### src/rtl/srsw_pkg.sv
// Shared types, widths and codes for the selective-repeat sender window.
`default_nettype none

package srsw_pkg;

	localparam int FRAME_COUNT_W = 9;
	localparam int WINDOW_SIZE_W = 6;
	localparam int CMD_W         = 2;
	localparam int FRAME_W       = 8;
	localparam int KIND_W        = 3;
	localparam int EPOCH_W       = 8;
	localparam int PADDR_W       = 3;
	localparam int PDATA_W       = 32;
	localparam int RESULT_CAP    = 32;

	localparam logic [FRAME_COUNT_W-1:0] FRAME_COUNT_RST = 9'd1;
	localparam logic [WINDOW_SIZE_W-1:0] WINDOW_SIZE_RST = 6'd4;

	// register index, taken from paddr[2]
	localparam logic REG_FRAME_COUNT = 1'b0;
	localparam logic REG_WINDOW_SIZE = 1'b1;

	localparam logic [CMD_W-1:0] CMD_START   = 2'd0;
	localparam logic [CMD_W-1:0] CMD_ACK     = 2'd1;
	localparam logic [CMD_W-1:0] CMD_NACK    = 2'd2;
	localparam logic [CMD_W-1:0] CMD_TIMEOUT = 2'd3;

	localparam logic [KIND_W-1:0] KIND_NEW     = 3'd0;
	localparam logic [KIND_W-1:0] KIND_NACK    = 3'd1;
	localparam logic [KIND_W-1:0] KIND_TIMEOUT = 3'd2;
	localparam logic [KIND_W-1:0] KIND_END     = 3'd3;
	localparam logic [KIND_W-1:0] KIND_BAD_ACK = 3'd4;

	typedef struct packed {
		logic [CMD_W-1:0]   cmd;
		logic [FRAME_W-1:0] ack_frame;
	} in_item_t;

	typedef struct packed {
		logic [KIND_W-1:0]  kind;
		logic [FRAME_W-1:0] frame_num;
		logic               last;
	} out_item_t;

	typedef enum logic [1:0] {
		EMIT_START,
		EMIT_NEW,
		EMIT_EVENT
	} emit_sel_t;

	// controller to datapath
	typedef struct packed {
		logic      ld_item;
		logic      start_init;
		logic      clr_write;
		logic      ack_write;
		logic      rd_base;
		logic      base_inc;
		logic      emit;
		emit_sel_t sel;
	} ctl_t;

	// datapath to controller
	typedef struct packed {
		logic is_start;
		logic is_ack;
		logic active;
		logic epoch_wrap;
		logic clr_done;
		logic room;
		logic ack_bad;
		logic ack_final;
		logic start_last;
		logic slide_go;
		logic base_acked;
		logic out_free;
	} sts_t;

endpackage

`default_nettype wire

### src/rtl/srsw_ram.sv
// Generic simple dual-port RAM with registered read data.
`default_nettype none

module srsw_ram #(
	parameter int WIDTH = 8,
	parameter int DEPTH = 256
) (
	input  wire logic                     clk,
	input  wire logic                     we,
	input  wire logic [$clog2(DEPTH)-1:0] waddr,
	input  wire logic [WIDTH-1:0]         wdata,
	input  wire logic                     re,
	input  wire logic [$clog2(DEPTH)-1:0] raddr,
	output logic      [WIDTH-1:0]         rdata
);

	logic [WIDTH-1:0] mem_q [DEPTH];

	always_ff @(posedge clk) begin
		if (we) begin
			mem_q[waddr] <= wdata;
		end
		if (re) begin
			rdata <= mem_q[raddr];
		end
	end

endmodule

`default_nettype wire

### src/rtl/srsw_regs.sv
// APB configuration registers: frame count and window size.
`default_nettype none

module srsw_regs (
	input  wire logic                                clk,
	input  wire logic                                arst_n,
	input  wire logic                                psel,
	input  wire logic                                penable,
	input  wire logic                                pwrite,
	input  wire logic [srsw_pkg::PADDR_W-1:0]        paddr,
	input  wire logic [srsw_pkg::PDATA_W-1:0]        pwdata,
	output logic      [srsw_pkg::PDATA_W-1:0]        prdata,
	output logic                                     pready,
	output logic      [srsw_pkg::FRAME_COUNT_W-1:0]  frame_count,
	output logic      [srsw_pkg::WINDOW_SIZE_W-1:0]  window_size
);

	logic [srsw_pkg::FRAME_COUNT_W-1:0] frame_count_q;
	logic [srsw_pkg::WINDOW_SIZE_W-1:0] window_size_q;
	logic                               reg_idx;

	assign pready      = 1'b1;
	assign reg_idx     = paddr[2];
	assign frame_count = frame_count_q;
	assign window_size = window_size_q;

	always_ff @(posedge clk or negedge arst_n) begin
		if (!arst_n) begin
			frame_count_q <= srsw_pkg::FRAME_COUNT_RST;
			window_size_q <= srsw_pkg::WINDOW_SIZE_RST;
		end else if (psel && penable && pwrite) begin
			unique case (reg_idx)
				srsw_pkg::REG_FRAME_COUNT: begin
					frame_count_q <= pwdata[srsw_pkg::FRAME_COUNT_W-1:0];
				end
				srsw_pkg::REG_WINDOW_SIZE: begin
					window_size_q <= pwdata[srsw_pkg::WINDOW_SIZE_W-1:0];
				end
				default: begin
				end
			endcase
		end
	end

	always_comb begin
		unique case (reg_idx)
			srsw_pkg::REG_FRAME_COUNT: prdata = srsw_pkg::PDATA_W'(frame_count_q);
			srsw_pkg::REG_WINDOW_SIZE: prdata = srsw_pkg::PDATA_W'(window_size_q);
			default:                   prdata = '0;
		endcase
	end

endmodule

`default_nettype wire

### src/rtl/srsw_dp.sv
// Datapath: window counters, acknowledge bitmap with epoch marks, output register.
`default_nettype none

module srsw_dp #(
	parameter int MAX_FRAMES = 256,
	parameter int MAX_WINDOW = 32
) (
	input  wire logic                               clk,
	input  wire logic                               arst_n,
	input  wire srsw_pkg::in_item_t                 in_item,
	input  wire srsw_pkg::ctl_t                     ctl,
	output srsw_pkg::sts_t                          sts,
	input  wire logic [srsw_pkg::FRAME_COUNT_W-1:0] frame_count,
	input  wire logic [srsw_pkg::WINDOW_SIZE_W-1:0] window_size,
	output logic                                    out_valid,
	input  wire logic                               out_stall,
	output srsw_pkg::out_item_t                     out_item
);

	localparam int FC_W      = srsw_pkg::FRAME_COUNT_W;
	localparam int WS_W      = srsw_pkg::WINDOW_SIZE_W;
	localparam int EP_W      = srsw_pkg::EPOCH_W;
	localparam int FC_MAX    = (1 << FC_W) - 1;
	localparam int MAX_CNT   = (MAX_FRAMES < FC_MAX) ? MAX_FRAMES : FC_MAX;
	localparam int ACK_SPAN  = 1 << srsw_pkg::FRAME_W;
	localparam int MAP_DEPTH = (MAX_FRAMES < ACK_SPAN) ? MAX_FRAMES : ACK_SPAN;
	localparam int WIN_CAP   = (MAX_WINDOW < srsw_pkg::RESULT_CAP) ?
		MAX_WINDOW : srsw_pkg::RESULT_CAP;
	localparam int CNT_W     = $clog2(MAX_CNT + 1);
	localparam int BX_W      = CNT_W + 1;
	localparam int TOP_W     = $clog2(MAX_CNT + WIN_CAP + 1);
	localparam int AW        = $clog2(MAP_DEPTH);
	localparam int FCX_W     = FC_W + 1;
	localparam int WIN_RST   = (int'(srsw_pkg::WINDOW_SIZE_RST) > WIN_CAP) ?
		WIN_CAP : int'(srsw_pkg::WINDOW_SIZE_RST);
	localparam logic [TOP_W-1:0] TOP_RST = TOP_W'(WIN_RST - 1);

	srsw_pkg::in_item_t  in_q;
	srsw_pkg::out_item_t out_item_q;
	srsw_pkg::out_item_t emit_item;
	logic                out_valid_q;

	logic [CNT_W-1:0] base_q;
	logic [TOP_W-1:0] top_q;
	logic [CNT_W-1:0] next_q;
	logic             active_q;
	logic [EP_W-1:0]  epoch_q;
	logic [EP_W-1:0]  epoch_nxt;
	logic [AW-1:0]    clr_addr_q;

	logic [CNT_W-1:0] count;
	logic [WS_W-1:0]  win;
	logic [WS_W-1:0]  win_m1;
	logic [TOP_W-1:0] next_p1;
	logic signed [TOP_W:0] span;
	logic signed [TOP_W:0] span_lim;
	logic [FC_W-1:0]  ack_x;
	logic [FC_W-1:0]  cnt_x;
	logic             ack_ok;

	logic             ram_we;
	logic [AW-1:0]    ram_waddr;
	logic [EP_W-1:0]  ram_wdata;
	logic [EP_W-1:0]  ram_rdata;

	// clamp the live register values to the supported range
	always_comb begin
		if (frame_count == '0) begin
			count = CNT_W'(1);
		end else if ({1'b0, frame_count} > FCX_W'(MAX_CNT)) begin
			count = CNT_W'(MAX_CNT);
		end else begin
			count = CNT_W'(frame_count);
		end
		if (window_size == '0) begin
			win = WS_W'(1);
		end else if (window_size > WS_W'(WIN_CAP)) begin
			win = WS_W'(WIN_CAP);
		end else begin
			win = window_size;
		end
	end

	assign win_m1    = win - WS_W'(1);
	assign next_p1   = TOP_W'(next_q) + TOP_W'(1);
	// base may run past top after acks of unsent frames: compare signed
	assign span      = $signed({1'b0, top_q}) - $signed({1'b0, TOP_W'(base_q)});
	assign span_lim  = $signed({1'b0, TOP_W'(win_m1)});
	assign ack_x     = FC_W'(in_q.ack_frame);
	assign cnt_x     = FC_W'(count);
	assign ack_ok    = (in_q.cmd == srsw_pkg::CMD_ACK) && (ack_x < cnt_x);
	assign epoch_nxt = epoch_q + EP_W'(1);

	assign sts.is_start   = (in_q.cmd == srsw_pkg::CMD_START);
	assign sts.is_ack     = (in_q.cmd == srsw_pkg::CMD_ACK);
	assign sts.active     = active_q;
	assign sts.epoch_wrap = (epoch_q == '1);
	assign sts.clr_done   = (clr_addr_q == AW'(MAP_DEPTH - 1));
	assign sts.room       = (span < span_lim) && (next_q < count);
	assign sts.ack_bad    = (ack_x >= cnt_x);
	assign sts.ack_final  = ((ack_x + FC_W'(1)) == cnt_x);
	assign sts.start_last = !((next_p1 < TOP_W'(count)) && (next_p1 <= top_q));
	assign sts.slide_go   = (base_q < count) && (BX_W'(base_q) < BX_W'(MAP_DEPTH));
	assign sts.base_acked = (ram_rdata == epoch_q);
	assign sts.out_free   = !out_valid_q || !out_stall;

	// an entry is acked when it holds the current epoch mark
	assign ram_we    = ctl.clr_write || ctl.ack_write;
	assign ram_waddr = ctl.clr_write ? clr_addr_q : in_q.ack_frame[AW-1:0];
	assign ram_wdata = ctl.clr_write ? '0 : epoch_q;

	srsw_ram #(
		.WIDTH(EP_W),
		.DEPTH(MAP_DEPTH)
	) u_map (
		.clk  (clk),
		.we   (ram_we),
		.waddr(ram_waddr),
		.wdata(ram_wdata),
		.re   (ctl.rd_base),
		.raddr(base_q[AW-1:0]),
		.rdata(ram_rdata)
	);

	always_comb begin
		emit_item.kind      = srsw_pkg::KIND_NEW;
		emit_item.frame_num = srsw_pkg::FRAME_W'(next_q);
		emit_item.last      = 1'b1;
		case (ctl.sel)
			srsw_pkg::EMIT_START: begin
				emit_item.last = sts.start_last;
			end
			srsw_pkg::EMIT_NEW: begin
				emit_item.last = ack_ok && !sts.ack_final;
			end
			default: begin
				case (in_q.cmd)
					srsw_pkg::CMD_NACK: begin
						emit_item.kind      = srsw_pkg::KIND_NACK;
						emit_item.frame_num = srsw_pkg::FRAME_W'(base_q);
					end
					srsw_pkg::CMD_TIMEOUT: begin
						emit_item.kind      = srsw_pkg::KIND_TIMEOUT;
						emit_item.frame_num = srsw_pkg::FRAME_W'(base_q);
					end
					default: begin
						emit_item.kind      = ack_ok ? srsw_pkg::KIND_END :
							srsw_pkg::KIND_BAD_ACK;
						emit_item.frame_num = in_q.ack_frame;
					end
				endcase
			end
		endcase
	end

	always_ff @(posedge clk or negedge arst_n) begin
		if (!arst_n) begin
			base_q      <= '0;
			top_q       <= TOP_RST;
			next_q      <= '0;
			active_q    <= 1'b0;
			epoch_q     <= '1;
			clr_addr_q  <= '0;
			out_valid_q <= 1'b0;
		end else begin
			if (ctl.start_init) begin
				base_q   <= '0;
				top_q    <= TOP_W'(win_m1);
				next_q   <= '0;
				active_q <= 1'b1;
				// epoch zero marks cleared entries: skip it
				epoch_q  <= (epoch_nxt == '0) ? EP_W'(1) : epoch_nxt;
			end
			if (ctl.clr_write) begin
				clr_addr_q <= sts.clr_done ? '0 : clr_addr_q + AW'(1);
			end
			if (ctl.emit) begin
				case (ctl.sel)
					srsw_pkg::EMIT_START: begin
						next_q <= next_q + CNT_W'(1);
					end
					srsw_pkg::EMIT_NEW: begin
						next_q <= next_q + CNT_W'(1);
						top_q  <= top_q + TOP_W'(1);
					end
					default: begin
						if (ack_ok) begin
							active_q <= 1'b0;
						end
					end
				endcase
			end
			if (ctl.base_inc) begin
				base_q <= base_q + CNT_W'(1);
			end
			if (ctl.emit) begin
				out_valid_q <= 1'b1;
			end else if (!out_stall) begin
				out_valid_q <= 1'b0;
			end
		end
	end

	always_ff @(posedge clk) begin
		if (ctl.ld_item) begin
			in_q <= in_item;
		end
		if (ctl.emit) begin
			out_item_q <= emit_item;
		end
	end

	assign out_valid = out_valid_q;
	assign out_item  = out_item_q;

	a_new_in_range: assert property (@(posedge clk) disable iff (!arst_n)
		(ctl.emit && ctl.sel != srsw_pkg::EMIT_EVENT) |-> (active_q && next_q < count))
		else $error("new frame sent past the frame count or while idle");

	a_idle_on_end: assert property (@(posedge clk) disable iff (!arst_n)
		$fell(active_q) |-> (out_valid_q && out_item_q.kind == srsw_pkg::KIND_END &&
			out_item_q.last))
		else $error("transfer ended without an end item");

	a_slide_bound: assert property (@(posedge clk) disable iff (!arst_n)
		ctl.base_inc |-> (base_q < count))
		else $error("window base slid past the frame count");

endmodule

`default_nettype wire

### src/rtl/srsw_ctrl.sv
// Controller: sequences one event through the datapath.
`default_nettype none

module srsw_ctrl (
	input  wire logic           clk,
	input  wire logic           arst_n,
	input  wire logic           in_valid,
	output logic                in_stall,
	input  wire srsw_pkg::sts_t sts,
	output srsw_pkg::ctl_t      ctl
);

	typedef enum logic [3:0] {
		ST_IDLE,
		ST_DISPATCH,
		ST_CLEAR,
		ST_START_EMIT,
		ST_NEW_EMIT,
		ST_ACK_WRITE,
		ST_SLIDE_RD,
		ST_SLIDE_CHK,
		ST_EVENT_EMIT
	} state_t;

	state_t state_q;
	state_t state_d;
	state_t ev_state;

	assign in_stall = (state_q != ST_IDLE);

	// a valid ack updates the bitmap, anything else reports at once
	assign ev_state = (sts.is_ack && !sts.ack_bad) ? ST_ACK_WRITE : ST_EVENT_EMIT;

	always_comb begin
		ctl.ld_item    = 1'b0;
		ctl.start_init = 1'b0;
		ctl.clr_write  = 1'b0;
		ctl.ack_write  = 1'b0;
		ctl.rd_base    = 1'b0;
		ctl.base_inc   = 1'b0;
		ctl.emit       = 1'b0;
		ctl.sel        = srsw_pkg::EMIT_START;
		state_d        = state_q;
		unique case (state_q)
			ST_IDLE: begin
				if (in_valid) begin
					ctl.ld_item = 1'b1;
					state_d     = ST_DISPATCH;
				end
			end
			ST_DISPATCH: begin
				if (sts.is_start) begin
					if (sts.epoch_wrap) begin
						state_d = ST_CLEAR;
					end else begin
						ctl.start_init = 1'b1;
						state_d        = ST_START_EMIT;
					end
				end else if (!sts.active) begin
					state_d = ST_IDLE;
				end else if (sts.room) begin
					state_d = ST_NEW_EMIT;
				end else begin
					state_d = ev_state;
				end
			end
			ST_CLEAR: begin
				ctl.clr_write = 1'b1;
				if (sts.clr_done) begin
					ctl.start_init = 1'b1;
					state_d        = ST_START_EMIT;
				end
			end
			ST_START_EMIT: begin
				if (sts.out_free) begin
					ctl.emit = 1'b1;
					ctl.sel  = srsw_pkg::EMIT_START;
					if (sts.start_last) begin
						state_d = ST_IDLE;
					end
				end
			end
			ST_NEW_EMIT: begin
				if (sts.out_free) begin
					ctl.emit = 1'b1;
					ctl.sel  = srsw_pkg::EMIT_NEW;
					state_d  = ev_state;
				end
			end
			ST_ACK_WRITE: begin
				ctl.ack_write = 1'b1;
				state_d       = sts.ack_final ? ST_EVENT_EMIT : ST_SLIDE_RD;
			end
			ST_SLIDE_RD: begin
				if (sts.slide_go) begin
					ctl.rd_base = 1'b1;
					state_d     = ST_SLIDE_CHK;
				end else begin
					state_d = ST_IDLE;
				end
			end
			ST_SLIDE_CHK: begin
				if (sts.base_acked) begin
					ctl.base_inc = 1'b1;
					state_d      = ST_SLIDE_RD;
				end else begin
					state_d = ST_IDLE;
				end
			end
			ST_EVENT_EMIT: begin
				if (sts.out_free) begin
					ctl.emit = 1'b1;
					ctl.sel  = srsw_pkg::EMIT_EVENT;
					state_d  = ST_IDLE;
				end
			end
			default: begin
				state_d = ST_IDLE;
			end
		endcase
	end

	always_ff @(posedge clk or negedge arst_n) begin
		if (!arst_n) begin
			state_q <= ST_IDLE;
		end else begin
			state_q <= state_d;
		end
	end

	a_emit_free: assert property (@(posedge clk) disable iff (!arst_n)
		ctl.emit |-> sts.out_free)
		else $error("item loaded into a full, stalled output register");

	a_ack_write_ok: assert property (@(posedge clk) disable iff (!arst_n)
		ctl.ack_write |-> (sts.is_ack && !sts.ack_bad && sts.active))
		else $error("bitmap written for an event that is not a valid ack");

	a_slide_read: assert property (@(posedge clk) disable iff (!arst_n)
		(state_q == ST_SLIDE_CHK) |-> $past(ctl.rd_base))
		else $error("bitmap compared without a preceding read");

endmodule

`default_nettype wire

### src/rtl/selective_repeat_sender_window.sv
// Selective-repeat sender window: takes link events (start, ack, nack,
// timeout) and produces the frame numbers to send, resend or close out.
// One event is handled at a time; in_stall is high from acceptance until the
// controller is idle again: after the last result of that event has been loaded
// into the output register, or after the window base has stopped sliding on an
// ack. A result waiting there does not hold off the next event. A nack, timeout
// or ack first sends a new frame when the window has room. A start sends the
// frames of the first window (up to 32). An ack slides the window base over the
// acked bitmap entries; each step is a registered read of the bitmap memory.
// Bitmap entries carry an epoch mark, so a start clears nothing; on the first
// start after reset and on every 255th start after that, a sweep over all
// min(MAX_FRAMES, 256) entries clears the memory before the start is processed.
// Output stalls hold back the loading of results.
`default_nettype none

module selective_repeat_sender_window #(
	parameter int MAX_FRAMES = 256,
	parameter int MAX_WINDOW = 32
) (
	input  wire logic                          clk,
	input  wire logic                          arst_n,
	input  wire logic                          in_valid,
	output logic                               in_stall,
	input  wire srsw_pkg::in_item_t            in_item,
	output logic                               out_valid,
	input  wire logic                          out_stall,
	output srsw_pkg::out_item_t                out_item,
	input  wire logic                          psel,
	input  wire logic                          penable,
	input  wire logic                          pwrite,
	input  wire logic [srsw_pkg::PADDR_W-1:0]  paddr,
	input  wire logic [srsw_pkg::PDATA_W-1:0]  pwdata,
	output logic      [srsw_pkg::PDATA_W-1:0]  prdata,
	output logic                               pready
);

	logic [srsw_pkg::FRAME_COUNT_W-1:0] frame_count;
	logic [srsw_pkg::WINDOW_SIZE_W-1:0] window_size;
	srsw_pkg::ctl_t                     ctl;
	srsw_pkg::sts_t                     sts;

	srsw_regs u_regs (
		.clk        (clk),
		.arst_n     (arst_n),
		.psel       (psel),
		.penable    (penable),
		.pwrite     (pwrite),
		.paddr      (paddr),
		.pwdata     (pwdata),
		.prdata     (prdata),
		.pready     (pready),
		.frame_count(frame_count),
		.window_size(window_size)
	);

	srsw_dp #(
		.MAX_FRAMES(MAX_FRAMES),
		.MAX_WINDOW(MAX_WINDOW)
	) u_dp (
		.clk        (clk),
		.arst_n     (arst_n),
		.in_item    (in_item),
		.ctl        (ctl),
		.sts        (sts),
		.frame_count(frame_count),
		.window_size(window_size),
		.out_valid  (out_valid),
		.out_stall  (out_stall),
		.out_item   (out_item)
	);

	srsw_ctrl u_ctrl (
		.clk     (clk),
		.arst_n  (arst_n),
		.in_valid(in_valid),
		.in_stall(in_stall),
		.sts     (sts),
		.ctl     (ctl)
	);

endmodule

`default_nettype wire

### config.mk
export PLATFORM = sky130hd
export DESIGN_NAME = selective_repeat_sender_window
export DESIGN_NICKNAME = d
export VERILOG_FILES = /design/src/rtl/srsw_pkg.sv /design/src/rtl/srsw_ram.sv /design/src/rtl/srsw_regs.sv /design/src/rtl/srsw_dp.sv /design/src/rtl/srsw_ctrl.sv /design/src/rtl/selective_repeat_sender_window.sv
export SDC_FILE = /design/constraint.sdc
export NUM_CORES = 2
export LEC_CHECK = 0
export BUFFER_PORTS_ARGS = -buffer_cell sky130_fd_sc_hd__buf_2
export CELL_PAD_IN_SITES_DETAIL_PLACEMENT = 1
export CELL_PAD_IN_SITES_GLOBAL_PLACEMENT = 1
export CORE_ASPECT_RATIO = 1.5
export CORE_MARGIN = 2
export CORE_UTILIZATION = 40
export CTS_CLUSTER_DIAMETER = 150
export DETAILED_ROUTE_END_ITERATION = 10
export PLACE_DENSITY_LB_ADDON = 0.2
export SLEW_MARGIN = 40
export SYNTH_ARGS = -nofsm -noshare
export SYNTH_HDL_FRONTEND = slang
export SYNTH_SLANG_ARGS = --single-unit
export TNS_END_PERCENT = 5
### constraint.sdc
create_clock -name clk -period 11.8 [get_ports clk]
set_input_delay 2.36 -clock clk [delete_from_list [all_inputs] [get_ports clk]]
set_output_delay 2.36 -clock clk [all_outputs]
set_load 0.02 [all_outputs]
==> results.cfg <==
[outcome]
status = completed

[finish]
seq_area_sq_mm = 0.0640
fin_util = 0.451
final_cell_mix = edfxtp_1, mux4_2, clkbuf_16, nor2_1, nor2_2
final_common_cell = edfxtp_1
drive_gt1_frac = 0.293
multi_input_area_sq_mm = 0.0208
nFillCells = 19300
syn_to_final_growth_pct = 12.0
layout.nets = 4256
final_cells = 7109

[placed_design]
portBuffers = 49
place_congestion = 0.797
dp_cells = 6755
hpwl_um = 131000

[timing]
slew_headroom = 0.393
setup-violations-final = 0
period_minus_slack_ps = 5480
hold_violations = 0
max_freq_mhz = 182
finalMaxSlewViolations = 0
clock_skew_ps = 31.4
worst_pin_slew_ps = 908
setup-tns-final_ps = 0
rsz0062_at_grt = false
fin_crit_sh = 0.465

[global_routing]
grt_max_degree = 193
track_usage = 0.197
first_global_vias = 43000
grt_antenna_before_repair = 2
grt_pass1_wl_um = 312000
overflow = 0

[synthesis]
synth_ff_type = edfxtp_1
synth_edf_count = 2078
ys_seq_area_frac = 0.748
synthArstFlopShare = 0.0299
syn_area_sq_mm = 0.0856
ys_ff_latch = 2142
syn_inst = 4031
yosysUniqueCellTypes = 72
syn_avg_cell_area_sq_um = 21.2
yosys_warnings = 0

[critical_path]
path_common_cell = buf_2
cp_top_family = buffers and inverters
crit_chain = buf_2 > mux2_2 > buf_2
crit_required_ps = 9440
endpoint_kind = primary output
arrival_ps = 3120
crit_path_top_delay_cell = mux2_2
worst-path-max-fanout = 12
critPathLaunchType = primary input
critical_path_class = primary input to primary output
crit_buf_inv = 2
max_stage_delay_ps = 360

[clock_tree]
cts_buffer_depth = 4
cts_resized = 0
hold_buffers = 0
cts_setup_buffers = 0
root_buffer = clkbuf_16
path_clk_slew_ps = 60
clock_latency_ps = 850
cts_sinks = 2142
cts_tree = built
htree_num_levels = 4
cts_made_buffers = 199

[routing]
ant_nets = 0
drcViolationCount = 0
drtPass1Iterations = 5
routed_wirelength_um = 214000
routed-via-count = 39900
drt-vias-per-instance = 5.62
drt-wirelength-per-cell_um = 30.2
drtIter0Drc = 3164

[floorplan]
start_util = 0.403
dieArea_sq_mm = 0.218
die_height_um = 570
core_sq_mm = 0.212
ios = 99
dieWidth_um = 382
rows = 207

[job]
max_cap_viol_count = 0

[power_and_ir_drop]
power_density_mw_per_mm2 = 175
peakVddDrop_uv = 120
leakage_nw = 29.1

[hold_path]
min_path_type = flop to flop
-- per-stage QoR --
step	cell area (sq um)	power (mW)	setup slack [ps]	hold slack, ps
floorplan	85600	10.2	6130	469
global placement	89000	10.7	6330	500
detailed placement	89300	10.8	6310	502
CTS	95400	16.9	6300	516
global route	95800	17.3	6280	543
finish	95800	16.8	6320	513
-- final timing paths --
| path | start | to | slack, ps | depth (start not counted) |
|---|---|---|---|---|
| min in group asynchronous | arst_n | u_ctrl.state_q[2] | 1610 | 2 |
| min reg2reg | u_dp.active_q | u_dp.active_q | 510 | 1 |
| max in group asynchronous | arst_n | u_dp.base_q[3] | 9640 | 2 |
| max | paddr[2] | prdata[5] | 6320 | 3 |
| max reg2reg | u_dp.base_q[1] | u_ctrl.state_q[3] | 6860 | 15 |
| min | u_dp.active_q | u_dp.active_q | 510 | 1 |
-- layout make-up --
class,instances,area share
tap,2821,0.0368
clock buffer,240,0.0546
antenna,1,0.0000261
sequential,2142,0.668
inverter,37,0.00153
timing repair buffer,128,0.0129
multi-input combinational,1634,0.217
clock inverter,106,0.00850
-- sequential cells by signal, summed over array words and instances (netlist names) --
signal	cells
u_regs.window_size	6
u_dp.base_q	9
u_dp.active_q	1
u_dp.in_q	2
u_regs.frame_count	9
u_dp.epoch_q	8
u_dp.out_item	12
u_dp.next_q	9
u_ctrl.state_q	4
u_dp.clr_addr_q	8
u_dp.u_map.rdata	8
u_dp.out_valid	1
u_dp.ack_x	8
u_dp.u_map.mem_q	2048
u_dp.top_q	9
-- synthesized netlist by cell type (all sizes together), types with 4 or more instances --
| cell | count | area share |
|---|---|---|
| xor2 | 9 | 0.00092 |
| a21o | 6 | 0.00053 |
| o221ai | 10 | 0.0010 |
| a21oi | 34 | 0.0020 |
| o31ai | 14 | 0.0012 |
| a221oi | 17 | 0.0017 |
| nor3 | 13 | 0.00082 |
| nand3 | 31 | 0.0018 |
| clkbuf | 133 | 0.0058 |
| ha | 61 | 0.0089 |
| nand4 | 16 | 0.0012 |
| inv | 37 | 0.0016 |
| edfxtp | 2078 | 0.73 |
| nor2 | 294 | 0.013 |
| o21a | 11 | 0.00097 |
| dfrtp | 52 | 0.015 |
| a22o | 16 | 0.0016 |
| mux4 | 640 | 0.17 |
| or4 | 5 | 0.00048 |
| mux2i | 11 | 0.0013 |
| nand3b | 12 | 0.0011 |
| nand2b | 19 | 0.0014 |
| o21ai | 51 | 0.0030 |
| xnor2 | 26 | 0.0027 |
| a31oi | 4 | 0.00029 |
| and3 | 11 | 0.00080 |
| or3 | 9 | 0.00066 |
| and2 | 13 | 0.00095 |
| mux2 | 23 | 0.0030 |
| buf | 107 | 0.0074 |
| nor2b | 16 | 0.0012 |
| a2111oi | 4 | 0.00041 |
| nand2 | 138 | 0.0061 |
| nor4 | 5 | 0.00037 |
| a22oi | 41 | 0.0036 |
| and4 | 4 | 0.00041 |
| dfstp | 12 | 0.0037 |
-- cells by family (layout without fill, tap and decap cells) --
family	after synthesis	after routing	share of synthesized area
compound gates	245	245	0.0204
xor+xnor	36	36	0.00386
fa+ha+maj	62	62	0.00915
buf+inv	277	511	0.0148
flops	2142	2142	0.748
mux	674	674	0.173
other cells	2	25	0.0000878
simple gates	593	593	0.0307
-- per-layer routing --
metal	global-route usage	routed length (um)	up-vias
met4	0.0637	7630	0
met5	0	0	-
met2	0.352	113000	951
met3	0.0202	8810	314
li1	-	-	17000
met1	0.253	85500	21700
-- report_power, final --
group          leakage (nW)  switching (mW)  internal [mW]
Sequential             20.0           0.124           8.91
Clock                  2.96            2.76           3.40
Combinational          6.14            1.19          0.400
Power figures use the tool's default switching activity.
